## config.mk

```make
export PLATFORM = sky130hd
export DESIGN_NAME = ipv4_flow_header_classifier_core
export DESIGN_NICKNAME = d
export VERILOG_FILES = /design/src/hw/rtl/ifhc_pkg.sv /design/src/hw/rtl/ipv4_flow_header_classifier_core.sv /design/src/hw/rtl/ifhc_ctrl.sv /design/src/hw/rtl/ifhc_datapath.sv
export SDC_FILE = /design/constraint.sdc
export NUM_CORES = 1
export LEC_CHECK = 0
export BUFFER_PORTS_ARGS = -buffer_cell sky130_fd_sc_hd__clkbuf_2
export CAP_MARGIN = 30
export CORE_MARGIN = 5
export CORE_UTILIZATION = 56
export DETAILED_ROUTE_END_ITERATION = 8
export GPL_ROUTABILITY_DRIVEN = 0
export GPL_TIMING_DRIVEN = 0
export PLACE_DENSITY = 0.77
export SYNTH_ARGS = -nofsm -noshare
export SYNTH_HDL_FRONTEND = slang
export SYNTH_HIERARCHICAL = 1
export SYNTH_SLANG_ARGS = --single-unit
export TNS_END_PERCENT = 20
```

## constraint.sdc

```tcl
create_clock -name clk -period 15.29 [get_ports clk]
set_clock_uncertainty 0.15 [all_clocks]
set_input_delay 0.7645 -clock clk [delete_from_list [all_inputs] [get_ports clk]]
set_output_delay 0.7645 -clock clk [all_outputs]
set_load 0.02 [all_outputs]
```

## src/hw/rtl/ifhc_pkg.sv

```systemverilog
`timescale 1ns / 1ps
// Package for the IPv4 flow header classifier.
// Types, byte offsets, verdict codes and hash constants; no dependencies.
package ifhc_pkg;

	localparam int CNT_W = 16;
	localparam logic [CNT_W-1:0] FRAME_COUNT_LIMIT = 16'hFFFF;

	localparam logic [31:0] FNV_PRIME = 32'd16777619;
	localparam logic [31:0] FNV_BASIS = 32'd2166136261;
	localparam logic [15:0] FRAG_ANY_BITS = 16'h3FFF;
	localparam logic [15:0] FRAG_OFFSET_BITS = 16'h1FFF;

	localparam logic [15:0] ETHERTYPE_IPV4 = 16'h0800;
	localparam logic [3:0] IP_VERSION_4 = 4'd4;
	localparam logic [7:0] PROTO_TCP = 8'd6;
	localparam logic [7:0] PROTO_UDP = 8'd17;

	localparam logic [CNT_W-1:0] ETH_HDR_LEN = 16'd14;
	localparam logic [CNT_W-1:0] IP_MIN_HDR = 16'd20;
	localparam logic [CNT_W-1:0] PORT_BYTES = 16'd4;

	localparam logic [CNT_W-1:0] POS_ETH_HI = 16'd12;
	localparam logic [CNT_W-1:0] POS_ETH_LO = 16'd13;
	localparam logic [CNT_W-1:0] POS_VIHL = 16'd14;
	localparam logic [CNT_W-1:0] POS_TLEN_HI = 16'd16;
	localparam logic [CNT_W-1:0] POS_TLEN_LO = 16'd17;
	localparam logic [CNT_W-1:0] POS_ID_HI = 16'd18;
	localparam logic [CNT_W-1:0] POS_ID_LO = 16'd19;
	localparam logic [CNT_W-1:0] POS_FRAG_HI = 16'd20;
	localparam logic [CNT_W-1:0] POS_FRAG_LO = 16'd21;
	localparam logic [CNT_W-1:0] POS_PROTO = 16'd23;
	localparam logic [CNT_W-1:0] POS_SADDR_FIRST = 16'd26;
	localparam logic [CNT_W-1:0] POS_SADDR_LAST = 16'd29;
	localparam logic [CNT_W-1:0] POS_DADDR_FIRST = 16'd30;
	localparam logic [CNT_W-1:0] POS_DADDR_LAST = 16'd33;

	typedef enum logic [1:0] {
		VERDICT_PASS       = 2'd0,
		VERDICT_FLOW       = 2'd1,
		VERDICT_FIRST_FRAG = 2'd2,
		VERDICT_LATER_FRAG = 2'd3
	} verdict_t;

	typedef enum logic [1:0] {
		MIX_SRC   = 2'd0,
		MIX_DST   = 2'd1,
		MIX_PORTS = 2'd2,
		MIX_PROTO = 2'd3
	} mix_sel_t;

	typedef struct packed {
		logic [7:0] data_byte;
		logic       last_byte;
	} in_item_t;

	typedef struct packed {
		verdict_t    verdict;
		logic [31:0] hash_value;
		logic [31:0] src_ip;
		logic [31:0] dst_ip;
		logic [15:0] src_l4_port;
		logic [15:0] dst_l4_port;
		logic [7:0]  protocol;
		logic [15:0] identification;
	} out_item_t;

	typedef struct packed {
		logic     take;
		logic     snap;
		logic     mix_en;
		mix_sel_t mix_sel;
		logic     load_out;
	} ifhc_cmd_t;

	typedef struct packed {
		logic out_full;
	} ifhc_sts_t;

endpackage

```

## src/hw/rtl/ipv4_flow_header_classifier_core.sv

```systemverilog
`timescale 1ns / 1ps
// Top level of the IPv4 flow header classifier: frame bytes in, one classification per frame.
// Depends on ifhc_pkg, ifhc_ctrl and ifhc_datapath.
// The result is registered once the hash has mixed source, destination, ports and protocol in turn.
// Throughput: one byte per cycle while in_stall is low; a last byte waits while the previous result
// is held, and input then stalls while the four hash words pass through the 32x32 multiplier.
// Reset: arst_n clears frame state, the result valid flag and fragment_enable.
module ipv4_flow_header_classifier_core import ifhc_pkg::*; (
	input  logic      clk,
	input  logic      arst_n,
	input  logic      cfg_we,
	input  logic      cfg_wdata,
	input  logic      in_valid,
	output logic      in_stall,
	input  in_item_t  in_data,
	output logic      out_valid,
	input  logic      out_stall,
	output out_item_t out_data
);

	ifhc_cmd_t cmd;
	ifhc_sts_t sts;

	ifhc_ctrl u_ctrl (
		.clk      (clk),
		.arst_n   (arst_n),
		.in_valid (in_valid),
		.last     (in_data.last_byte),
		.in_stall (in_stall),
		.sts      (sts),
		.cmd      (cmd)
	);

	ifhc_datapath u_datapath (
		.clk       (clk),
		.arst_n    (arst_n),
		.cfg_we    (cfg_we),
		.cfg_wdata (cfg_wdata),
		.in_data   (in_data),
		.cmd       (cmd),
		.sts       (sts),
		.out_valid (out_valid),
		.out_stall (out_stall),
		.out_data  (out_data)
	);

endmodule

```

## src/hw/rtl/ifhc_ctrl.sv

```systemverilog
`timescale 1ns / 1ps
// Controller for the IPv4 flow header classifier: input handshake and hash sequencing.
// Depends on ifhc_pkg.
module ifhc_ctrl import ifhc_pkg::*; (
	input  logic      clk,
	input  logic      arst_n,
	input  logic      in_valid,
	input  logic      last,
	output logic      in_stall,
	input  ifhc_sts_t sts,
	output ifhc_cmd_t cmd
);

	typedef enum logic [4:0] {
		ST_IDLE      = 5'b00001,
		ST_MIX_SRC   = 5'b00010,
		ST_MIX_DST   = 5'b00100,
		ST_MIX_PORTS = 5'b01000,
		ST_MIX_PROTO = 5'b10000
	} state_t;

	state_t state_q;
	state_t state_nxt;
	logic   take;

	// a closing byte waits until the result register is free
	assign in_stall = (state_q != ST_IDLE) || (sts.out_full && last);
	assign take     = in_valid && !in_stall;

	always_comb begin
		state_nxt    = state_q;
		cmd.take     = take;
		cmd.snap     = 1'b0;
		cmd.mix_en   = 1'b0;
		cmd.mix_sel  = MIX_SRC;
		cmd.load_out = 1'b0;
		case (state_q)
			ST_IDLE: begin
				if (take && last) begin
					cmd.snap  = 1'b1;
					state_nxt = ST_MIX_SRC;
				end
			end
			ST_MIX_SRC: begin
				cmd.mix_en  = 1'b1;
				cmd.mix_sel = MIX_SRC;
				state_nxt   = ST_MIX_DST;
			end
			ST_MIX_DST: begin
				cmd.mix_en  = 1'b1;
				cmd.mix_sel = MIX_DST;
				state_nxt   = ST_MIX_PORTS;
			end
			ST_MIX_PORTS: begin
				cmd.mix_en  = 1'b1;
				cmd.mix_sel = MIX_PORTS;
				state_nxt   = ST_MIX_PROTO;
			end
			ST_MIX_PROTO: begin
				cmd.mix_en   = 1'b1;
				cmd.mix_sel  = MIX_PROTO;
				cmd.load_out = 1'b1;
				state_nxt    = ST_IDLE;
			end
			default: begin
				state_nxt = ST_IDLE;
			end
		endcase
	end

	always_ff @(posedge clk or negedge arst_n) begin
		if (!arst_n) begin
			state_q <= ST_IDLE;
		end else begin
			state_q <= state_nxt;
		end
	end

endmodule

```

## src/hw/rtl/ifhc_datapath.sv

```systemverilog
`timescale 1ns / 1ps
// Datapath for the IPv4 flow header classifier: header capture, checks, hash, result register.
// Depends on ifhc_pkg.
module ifhc_datapath import ifhc_pkg::*; (
	input  logic      clk,
	input  logic      arst_n,
	input  logic      cfg_we,
	input  logic      cfg_wdata,
	input  in_item_t  in_data,
	input  ifhc_cmd_t cmd,
	output ifhc_sts_t sts,
	output logic      out_valid,
	input  logic      out_stall,
	output out_item_t out_data
);

	logic             frag_en_q;

	logic [CNT_W-1:0] cnt_q, cnt_nxt;
	logic [15:0]      eth_q, eth_nxt;
	logic [7:0]       vihl_q, vihl_nxt;
	logic [15:0]      tlen_q, tlen_nxt;
	logic [15:0]      ident_q, ident_nxt;
	logic [15:0]      frag_q, frag_nxt;
	logic [7:0]       proto_q, proto_nxt;
	logic [31:0]      saddr_q, saddr_nxt;
	logic [31:0]      daddr_q, daddr_nxt;
	logic [15:0]      sport_q, sport_nxt;
	logic [15:0]      dport_q, dport_nxt;

	logic [CNT_W-1:0] sn_cnt_q;
	logic [15:0]      sn_eth_q;
	logic [7:0]       sn_vihl_q;
	logic [15:0]      sn_tlen_q;
	logic [15:0]      sn_ident_q;
	logic [15:0]      sn_frag_q;
	logic [7:0]       sn_proto_q;
	logic [31:0]      sn_saddr_q;
	logic [31:0]      sn_daddr_q;
	logic [15:0]      sn_sport_q;
	logic [15:0]      sn_dport_q;

	logic [31:0]      hash_q;
	logic [31:0]      mix_v;
	logic [31:0]      mult_a;
	logic [31:0]      prod;

	logic             out_valid_q;
	out_item_t        out_q;
	out_item_t        out_nxt;

	logic [CNT_W-1:0] poff;
	logic [CNT_W-1:0] pos;
	logic [CNT_W-1:0] hlen;
	logic [CNT_W:0]   tlen_plus_eth;
	logic [CNT_W:0]   need_frame;
	logic             hdr_ok;
	logic             is_frag;
	logic             is_later;
	logic             l4_ok;
	verdict_t         verdict;

	// header capture
	assign pos  = cnt_q;
	assign poff = ETH_HDR_LEN + {{(CNT_W-6){1'b0}}, vihl_q[3:0], 2'b00};

	always_comb begin
		cnt_nxt   = cnt_q;
		eth_nxt   = eth_q;
		vihl_nxt  = vihl_q;
		tlen_nxt  = tlen_q;
		ident_nxt = ident_q;
		frag_nxt  = frag_q;
		proto_nxt = proto_q;
		saddr_nxt = saddr_q;
		daddr_nxt = daddr_q;
		sport_nxt = sport_q;
		dport_nxt = dport_q;
		if (cmd.take && (pos < FRAME_COUNT_LIMIT)) begin
			if (pos == POS_ETH_HI || pos == POS_ETH_LO) begin
				eth_nxt = {eth_q[7:0], in_data.data_byte};
			end else if (pos == POS_VIHL) begin
				vihl_nxt = in_data.data_byte;
			end else if (pos == POS_TLEN_HI || pos == POS_TLEN_LO) begin
				tlen_nxt = {tlen_q[7:0], in_data.data_byte};
			end else if (pos == POS_ID_HI || pos == POS_ID_LO) begin
				ident_nxt = {ident_q[7:0], in_data.data_byte};
			end else if (pos == POS_FRAG_HI || pos == POS_FRAG_LO) begin
				frag_nxt = {frag_q[7:0], in_data.data_byte};
			end else if (pos == POS_PROTO) begin
				proto_nxt = in_data.data_byte;
			end else if (pos >= POS_SADDR_FIRST && pos <= POS_SADDR_LAST) begin
				saddr_nxt = {saddr_q[23:0], in_data.data_byte};
			end else if (pos >= POS_DADDR_FIRST && pos <= POS_DADDR_LAST) begin
				daddr_nxt = {daddr_q[23:0], in_data.data_byte};
			end
			// port offset follows the header length held before this byte
			if (pos == poff || pos == poff + 16'd1) begin
				sport_nxt = {sport_q[7:0], in_data.data_byte};
			end else if (pos == poff + 16'd2 || pos == poff + 16'd3) begin
				dport_nxt = {dport_q[7:0], in_data.data_byte};
			end
			cnt_nxt = pos + 16'd1;
		end
	end

	always_ff @(posedge clk or negedge arst_n) begin
		if (!arst_n) begin
			frag_en_q <= 1'b0;
			cnt_q     <= '0;
			eth_q     <= '0;
			vihl_q    <= '0;
			tlen_q    <= '0;
			ident_q   <= '0;
			frag_q    <= '0;
			proto_q   <= '0;
			saddr_q   <= '0;
			daddr_q   <= '0;
			sport_q   <= '0;
			dport_q   <= '0;
		end else begin
			if (cfg_we) begin
				frag_en_q <= cfg_wdata;
			end
			if (cmd.snap) begin
				cnt_q   <= '0;
				eth_q   <= '0;
				vihl_q  <= '0;
				tlen_q  <= '0;
				ident_q <= '0;
				frag_q  <= '0;
				proto_q <= '0;
				saddr_q <= '0;
				daddr_q <= '0;
				sport_q <= '0;
				dport_q <= '0;
			end else begin
				cnt_q   <= cnt_nxt;
				eth_q   <= eth_nxt;
				vihl_q  <= vihl_nxt;
				tlen_q  <= tlen_nxt;
				ident_q <= ident_nxt;
				frag_q  <= frag_nxt;
				proto_q <= proto_nxt;
				saddr_q <= saddr_nxt;
				daddr_q <= daddr_nxt;
				sport_q <= sport_nxt;
				dport_q <= dport_nxt;
			end
		end
	end

	// frame snapshot, taken on the closing byte
	always_ff @(posedge clk) begin
		if (cmd.snap) begin
			sn_cnt_q   <= cnt_nxt;
			sn_eth_q   <= eth_nxt;
			sn_vihl_q  <= vihl_nxt;
			sn_tlen_q  <= tlen_nxt;
			sn_ident_q <= ident_nxt;
			sn_frag_q  <= frag_nxt;
			sn_proto_q <= proto_nxt;
			sn_saddr_q <= saddr_nxt;
			sn_daddr_q <= daddr_nxt;
			sn_sport_q <= sport_nxt;
			sn_dport_q <= dport_nxt;
		end
	end

	// header checks
	assign hlen          = {{(CNT_W-6){1'b0}}, sn_vihl_q[3:0], 2'b00};
	assign tlen_plus_eth = {1'b0, sn_tlen_q} + {1'b0, ETH_HDR_LEN};
	assign need_frame    = {1'b0, ETH_HDR_LEN} + {1'b0, hlen} + {1'b0, PORT_BYTES};
	assign is_frag       = (sn_frag_q & FRAG_ANY_BITS) != 16'd0;
	assign is_later      = (sn_frag_q & FRAG_OFFSET_BITS) != 16'd0;

	assign hdr_ok = (sn_cnt_q >= ETH_HDR_LEN + IP_MIN_HDR) && (sn_eth_q == ETHERTYPE_IPV4)
		&& (sn_vihl_q[7:4] == IP_VERSION_4) && (hlen >= IP_MIN_HDR)
		&& (sn_tlen_q >= hlen) && (tlen_plus_eth <= {1'b0, sn_cnt_q});

	assign l4_ok = (sn_proto_q == PROTO_TCP || sn_proto_q == PROTO_UDP)
		&& (hlen + PORT_BYTES <= sn_tlen_q) && (need_frame <= {1'b0, sn_cnt_q});

	always_comb begin
		verdict = VERDICT_PASS;
		if (hdr_ok) begin
			if (is_frag && is_later) begin
				verdict = frag_en_q ? VERDICT_LATER_FRAG : VERDICT_PASS;
			end else if (l4_ok) begin
				if (!is_frag) begin
					verdict = VERDICT_FLOW;
				end else begin
					verdict = frag_en_q ? VERDICT_FIRST_FRAG : VERDICT_PASS;
				end
			end
		end
	end

	// hash: one multiply per word; addresses and each port byte-swapped
	always_comb begin
		case (cmd.mix_sel)
			MIX_SRC:   mix_v = {sn_saddr_q[7:0], sn_saddr_q[15:8], sn_saddr_q[23:16],
				sn_saddr_q[31:24]};
			MIX_DST:   mix_v = {sn_daddr_q[7:0], sn_daddr_q[15:8], sn_daddr_q[23:16],
				sn_daddr_q[31:24]};
			MIX_PORTS: mix_v = {sn_sport_q[7:0], sn_sport_q[15:8], sn_dport_q[7:0],
				sn_dport_q[15:8]};
			MIX_PROTO: mix_v = {24'd0, sn_proto_q};
			default:   mix_v = '0;
		endcase
	end

	assign mult_a = hash_q ^ mix_v;
	assign prod   = mult_a * FNV_PRIME;

	always_ff @(posedge clk) begin
		if (cmd.snap) begin
			hash_q <= FNV_BASIS;
		end else if (cmd.mix_en) begin
			hash_q <= prod;
		end
	end

	// result register
	always_ff @(posedge clk or negedge arst_n) begin
		if (!arst_n) begin
			out_valid_q <= 1'b0;
		end else if (cmd.load_out) begin
			out_valid_q <= 1'b1;
		end else if (!out_stall) begin
			out_valid_q <= 1'b0;
		end
	end

	always_comb begin
		out_nxt         = '0;
		out_nxt.verdict = verdict;
		if (verdict != VERDICT_PASS) begin
			out_nxt.src_ip         = sn_saddr_q;
			out_nxt.dst_ip         = sn_daddr_q;
			out_nxt.protocol       = sn_proto_q;
			out_nxt.identification = sn_ident_q;
			if (verdict != VERDICT_LATER_FRAG) begin
				out_nxt.hash_value  = prod;
				out_nxt.src_l4_port = sn_sport_q;
				out_nxt.dst_l4_port = sn_dport_q;
			end
		end
	end

	always_ff @(posedge clk) begin
		if (cmd.load_out) begin
			out_q <= out_nxt;
		end
	end

	assign sts.out_full = out_valid_q;
	assign out_valid    = out_valid_q;
	assign out_data     = out_q;

endmodule
```

==> results.sh, run 1 <==
export IMPL_status="finished, final reports clean"
export IMPL_synth_top_family_by_area="adder cells"
export IMPL_grt_overflow_total=0
export IMPL_ys_seq_elements=573
export IMPL_insertion_delay_ps=660
export IMPL_setup_violations=0
export IMPL_firstDrtPassIters=6
export IMPL_yosys_area_top_type_share_pct=34.6
export IMPL_multi_input_area_mm2=0.0126
export IMPL_ys_warnings_count=6
export IMPL_min_path_type="in2async"
export IMPL_most_common_layout_cells="edfxtp_1, nand2_1, inv_1"
export IMPL_synth_compound_area_share_pct=4.76
export IMPL_min_period_ps=9940
export IMPL_grt_antenna_before_repair=0
export IMPL_hold_viol=0
export IMPL_numCtsBuffers=58
export IMPL_final_common_cell="edfxtp_1"
export IMPL_die_area_mm2=0.0580
export IMPL_grt_pass1_wl_mm=116
export IMPL_synth_distinct_cells=78
export IMPL_core_area_mm2=0.0527
export IMPL_area_growth_pct=14.1
export IMPL_avgRoutedWirePerCell_um=22.1
export IMPL_synth_main_ff_cell="edfxtp_1"
export IMPL_crit_top_cell="ha_1"
export IMPL_cts_setup_buffers=0
export IMPL_vias_per_cell=5.70
export IMPL_drv_cap=0
export IMPL_worst_pin_slew_ps=1070
export IMPL_cp_slowest_cell="buf_1"
export IMPL_worstRegToRegCells=29
export IMPL_grt_use_total_pct=26.1
export IMPL_htree_levels=2
export IMPL_synth_simple_area_share_pct=13.4
export IMPL_synthCells=2458
export IMPL_cts_resized=0
export IMPL_die_height_um=241
export IMPL_ys_seq_area_share_pct=53.3
export IMPL_timing_rr_start="u_ctrl/state_q[3]"
export IMPL_drcViolationCount=0
export IMPL_antennaDiodeCount=0
export IMPL_synth_area_mm2=0.0299
export IMPL_synth_largest_area_cell="edfxtp_1"
export IMPL_clock_path_buffers=3
export IMPL_crit_required_ps=15510
export IMPL_period_share_pct=65.0
export IMPL_nNetsFinal=3013
export IMPL_fill_cells=3806
export IMPL_layout_drive_gt1_share_pct=15.3
export IMPL_rows=84
export IMPL_worstPathMaxFanout=10
export IMPL_dp_hpwl_mm=57.4
export IMPL_synth_area_top_cells="edfxtp_1, dfrtp_1, ha_1"
export IMPL_regArea_mm2=0.0159
export IMPL_r2r_end="u_datapath/out_data[151]"
export IMPL_root_buffer="clkbuf_16"
export IMPL_cp_end_kind="flip-flop"
export IMPL_async_flop_share_pct=34.4
export IMPL_finalSetupTns_ps=0
export IMPL_num_vias=19600
export IMPL_grt_pass1_vias=19900
export IMPL_path_class="reg2reg"
export IMPL_grt_setup_unrepaired="false"
export IMPL_initial_core_util_pct=56.7
export IMPL_relSlewSlack_pct=28.8
export IMPL_r2r_slack_ps=5350
export IMPL_clock_sinks=573
export IMPL_critPathLaunchType="flip-flop"
export IMPL_fp_dieW_um=241
export IMPL_holdBufCountCts=0
export IMPL_muxShareOfSynthArea_pct=6.17
export IMPL_ant_nets=0
export IMPL_clkTransAtPathRegs_ps=60
export IMPL_synth_fa_ha_area_share_pct=14.4
export IMPL_syn_avg_cell_area_um2=12.1
export IMPL_critPathMaxStageDelay_ps=640
export IMPL_boundaryPins=171
export IMPL_grt_max_degree=100
export IMPL_syn_nets=2771
export IMPL_fmax_mhz=101
export IMPL_final_max_slew_viol_count=0
export IMPL_port_buffers=162
export IMPL_synth_xor_area_share_pct=3.58
export IMPL_cts_tree="yes"
export IMPL_routed_wl_mm=76.1
export IMPL_arrival_ps=10150
export IMPL_synth_edf_count=344
export IMPL_drt_iter0_drc=1755
==> Yosys cell counts, drive strengths merged, types with 5 or more instances <==
library cell,n
edfxtp,344
nand2,257
inv,238
nor2b,226
ha,224
dfrtp,196
a21oi,104
mux2,103
fa,74
and2,66
clkbuf,66
xnor2,63
nor2,61
xor2,58
o21ai,46
mux2i,39
dfxtp,32
buf,29
nand3b,28
nor3,21
nand3,20
nor4,19
nand4,18
a211o,12
a21o,11
o21a,9
mux4,8
nand2b,7
a211oi,6
a311o,5
and3,5
and4,5
o31ai,5
==> per-stage QoR <==
stage                     instance area (um2)  std cells  setup slack, ps  hold WS [ps]  utilization [%]
after global routing                    34100       3438             4930           129             64.7
after floorplan                         29900       2458             5730           316                -
after global placement                  31500       3308              957           338             59.9
after detailed placement                32000       3328             5410           347             60.7
after CTS                               34100       3438             5380          92.1             64.7
final                                   34100       3438             5350          85.4             64.7
==> flip-flops by register name, summed over array words and instances (netlist names), 32 cells and up <==
signal and cells:
u_datapath/saddr_q 32, u_datapath/sn_saddr_q 32, u_datapath/out_data 154, u_datapath/hash_q 32
u_datapath/daddr_q 32, u_datapath/sn_daddr_q 32
==> logic make-up after synthesis <==
group | Yosys count
compound gates | 230
xor+xnor | 121
fa+ha+maj | 298
buf+inv | 333
flops | 573
mux | 150
simple gates | 753
==> worst max-delay path, delay by kind of cell, from the launching register on <==
family                   cells  cell delay (ps)
AO/OA/AOI/OAI                6             1760
XOR/XNOR                     2              670
buffers and inverters        6             2030
AND/OR/NAND/NOR              6             1240
multiplexers                 1              370
adder cells (fa/ha/maj)      8             3010
flip-flops                   1              420
==> area by class of cell <==
cell class	count	area share, %
sequential	573	46.7
buffer	95	1.26
tap	688	2.53
clock buffer	81	4.90
clock inverter	29	1.30
timing repair buffer	182	3.58
multi-input combinational	1552	37.1
inverter	238	2.64
==> layer usage <==
layer	GRT usage, %	vias to the layer above	wire length, um
li1	-	8869	-
met1	34.6	9797	30200
met2	44.0	767	37500
met3	4.47	155	5510
met4	8.96	0	2980
met5	0	-	0
==> worst max path at each step <==
stage	to	slack, ps	from
after global placement	u_datapath/hash_q[21]	960	in_valid
after floorplan	u_datapath/hash_q[1]	5730	in_valid
after global routing	u_datapath/out_data[151]	4930	u_ctrl/state_q[3]
after CTS	u_datapath/out_data[151]	5380	u_ctrl/state_q[3]
final	u_datapath/out_data[151]	5350	u_ctrl/state_q[3]
after detailed placement	u_datapath/out_data[151]	5410	u_ctrl/state_q[3]
Power of run 1 is left out: the tool's default activity adds up to more than one toggle a clock period on the data nets, which glitch-free logic cannot reach.
==> run 2: changes to the inputs <==
- clock period: 15.29 -> 8.09 ns (I/O delays scaled with it)
==> results.sh, run 2 (synthesis results as in run 1) <==
export IMPL_status="finished, final reports clean"
export IMPL_path_class="reg2reg"
export IMPL_worst_pin_slew_ps=1040
export IMPL_grt_use_total_pct=26.1
export IMPL_die_area_mm2=0.0580
export IMPL_cts_tree="yes"
export IMPL_fp_dieW_um=241
export IMPL_cp_slowest_cell="fa_1"
export IMPL_dp_hpwl_mm=57.7
export IMPL_clock_path_buffers=3
export IMPL_final_max_slew_viol_count=0
export IMPL_place_ws_ps=-1780
export IMPL_layout_drive_gt1_share_pct=16.8
export IMPL_drt_iter0_drc=1684
export IMPL_grt_antenna_before_repair=3
export IMPL_dp_cells=3329
export IMPL_nNetsFinal=3033
export IMPL_htree_levels=2
export IMPL_crit_required_ps=8320
export IMPL_placed_area_mm2=0.0320
export IMPL_insertion_delay_ps=650
export IMPL_hold_viol=0
export IMPL_initial_core_util_pct=56.7
export IMPL_avgRoutedWirePerCell_um=22.1
export IMPL_routed_wl_mm=76.4
export IMPL_root_buffer="clkbuf_16"
export IMPL_vias_per_cell=5.70
export IMPL_critPathMaxStageDelay_ps=530
export IMPL_core_area_mm2=0.0527
export IMPL_area_growth_pct=14.8
export IMPL_largest_reg_flops=154
export IMPL_instances_no_fill=3457
export IMPL_antennaDiodeCount=0
export IMPL_grt_pass1_wl_mm=116
export IMPL_cp_end_kind="flip-flop"
export IMPL_finalInstanceArea_mm2=0.0343
export IMPL_relSlewSlack_pct=30.9
export IMPL_numCtsBuffers=57
export IMPL_crit_top_cell="ha_1"
export IMPL_fmax_mhz=127
export IMPL_grt_pass1_vias=20300
export IMPL_arrival_ps=8120
export IMPL_min_period_ps=7890
export IMPL_clkTransAtPathRegs_ps=60
export IMPL_num_vias=19700
export IMPL_fill_cells=3782
export IMPL_most_common_layout_cells="edfxtp_1, nand2_1, inv_1"
export IMPL_drcViolationCount=0
export IMPL_grt_overflow_total=0
export IMPL_port_buffers=162
export IMPL_firstDrtPassIters=5
export IMPL_min_path_type="in2reg"
export IMPL_final_common_cell="edfxtp_1"
export IMPL_rows=84
export IMPL_setup_violations=0
export IMPL_worstPathMaxFanout=19
export IMPL_die_height_um=241
export IMPL_grt_max_degree=109
export IMPL_post_route_util_pct=65.1
export IMPL_drv_cap=0
export IMPL_ant_nets=0
export IMPL_clock_sinks=573
export IMPL_period_share_pct=97.5
export IMPL_fin_ws_ps=202
export IMPL_boundaryPins=171
export IMPL_critPathLaunchType="flip-flop"
## run 2: cell count changes in the layout (fill, tap and decap cells not counted), sizes merged
cell	previous run	this run
clkinv	15	17
dlygate4sd3	0	7
inv	242	240
buf	49	64
clkinvlp	2	4
bufinv	8	3
## run 2: routing by layer
metal | track usage (%) | share of wire [%] | wire (um)
met1 | 34.4 | 39 | 30200
met2 | 44.5 | 49 | 37800
met3 | 3.99 | 6.8 | 5210
met4 | 9.57 | 4.3 | 3270
met5 | 0 | 0.044 | 34
## run 2: final timing paths
kind	slack, ps	startpoint	to	depth (start not counted)
max	200	u_ctrl/state_q[3]	u_datapath/out_data[148]	30
min	120	in_data[5]	u_datapath/saddr_q[4]	3
max reg2reg	200	u_ctrl/state_q[3]	u_datapath/out_data[148]	30
min reg2reg	350	u_datapath/hash_q[30]	u_datapath/hash_q[30]	2
max in group asynchronous	6530	arst_n	u_datapath/daddr_q[5]	3
min in group asynchronous	250	arst_n	u_datapath/eth_q[6]	2
## run 2: timing repair
| item | in CTS | in global routing |
|---|---|---|
| setup buffers | 4 | 11 |
| setup endpoints to repair | 37 | 19 |
| hold endpoints to repair | 92 | 0 |
| gates cloned | 0 | 0 |
| hold buffers | 7 | 0 |
| resized for setup | 31 | 18 |
| pin swaps | 3 | 8 |
## run 2: final cells by class
| type | instances | area, um2 | area share [%] |
|---|---|---|---|
| Sequential cell | 573 | 15900 | 46.4 |
| Multi-Input combinational cell | 1552 | 12800 | 37.4 |
| Clock buffer | 82 | 1640 | 4.79 |
| Timing Repair Buffer | 205 | 1420 | 4.13 |
| Inverter | 238 | 898 | 2.62 |
| Tap cell | 688 | 861 | 2.51 |
| Buffer | 93 | 455 | 1.33 |
| Clock inverter | 26 | 295 | 0.861 |
## run 2: stage by stage
step,setup TNS [ps],hold WS [ps]
after detailed placement,-37810,342
after CTS,0,86.9
final,0,125
after global placement,-303330,338
after floorplan,0,-41.1
after global routing,-99.9,113
## run 2: critical path: cells and delay by family, from the launching register on
family	cells	cell delay [ps]
AOI/OAI and AO/OA	5	1140
xor gates and xnor gates	2	590
buffers and inverters	8	1000
DFF	1	430
adders and majority gates	8	2950
muxes	1	320
and+or+nand+nor	6	1040
Power of run 2 is left out for the same reason.
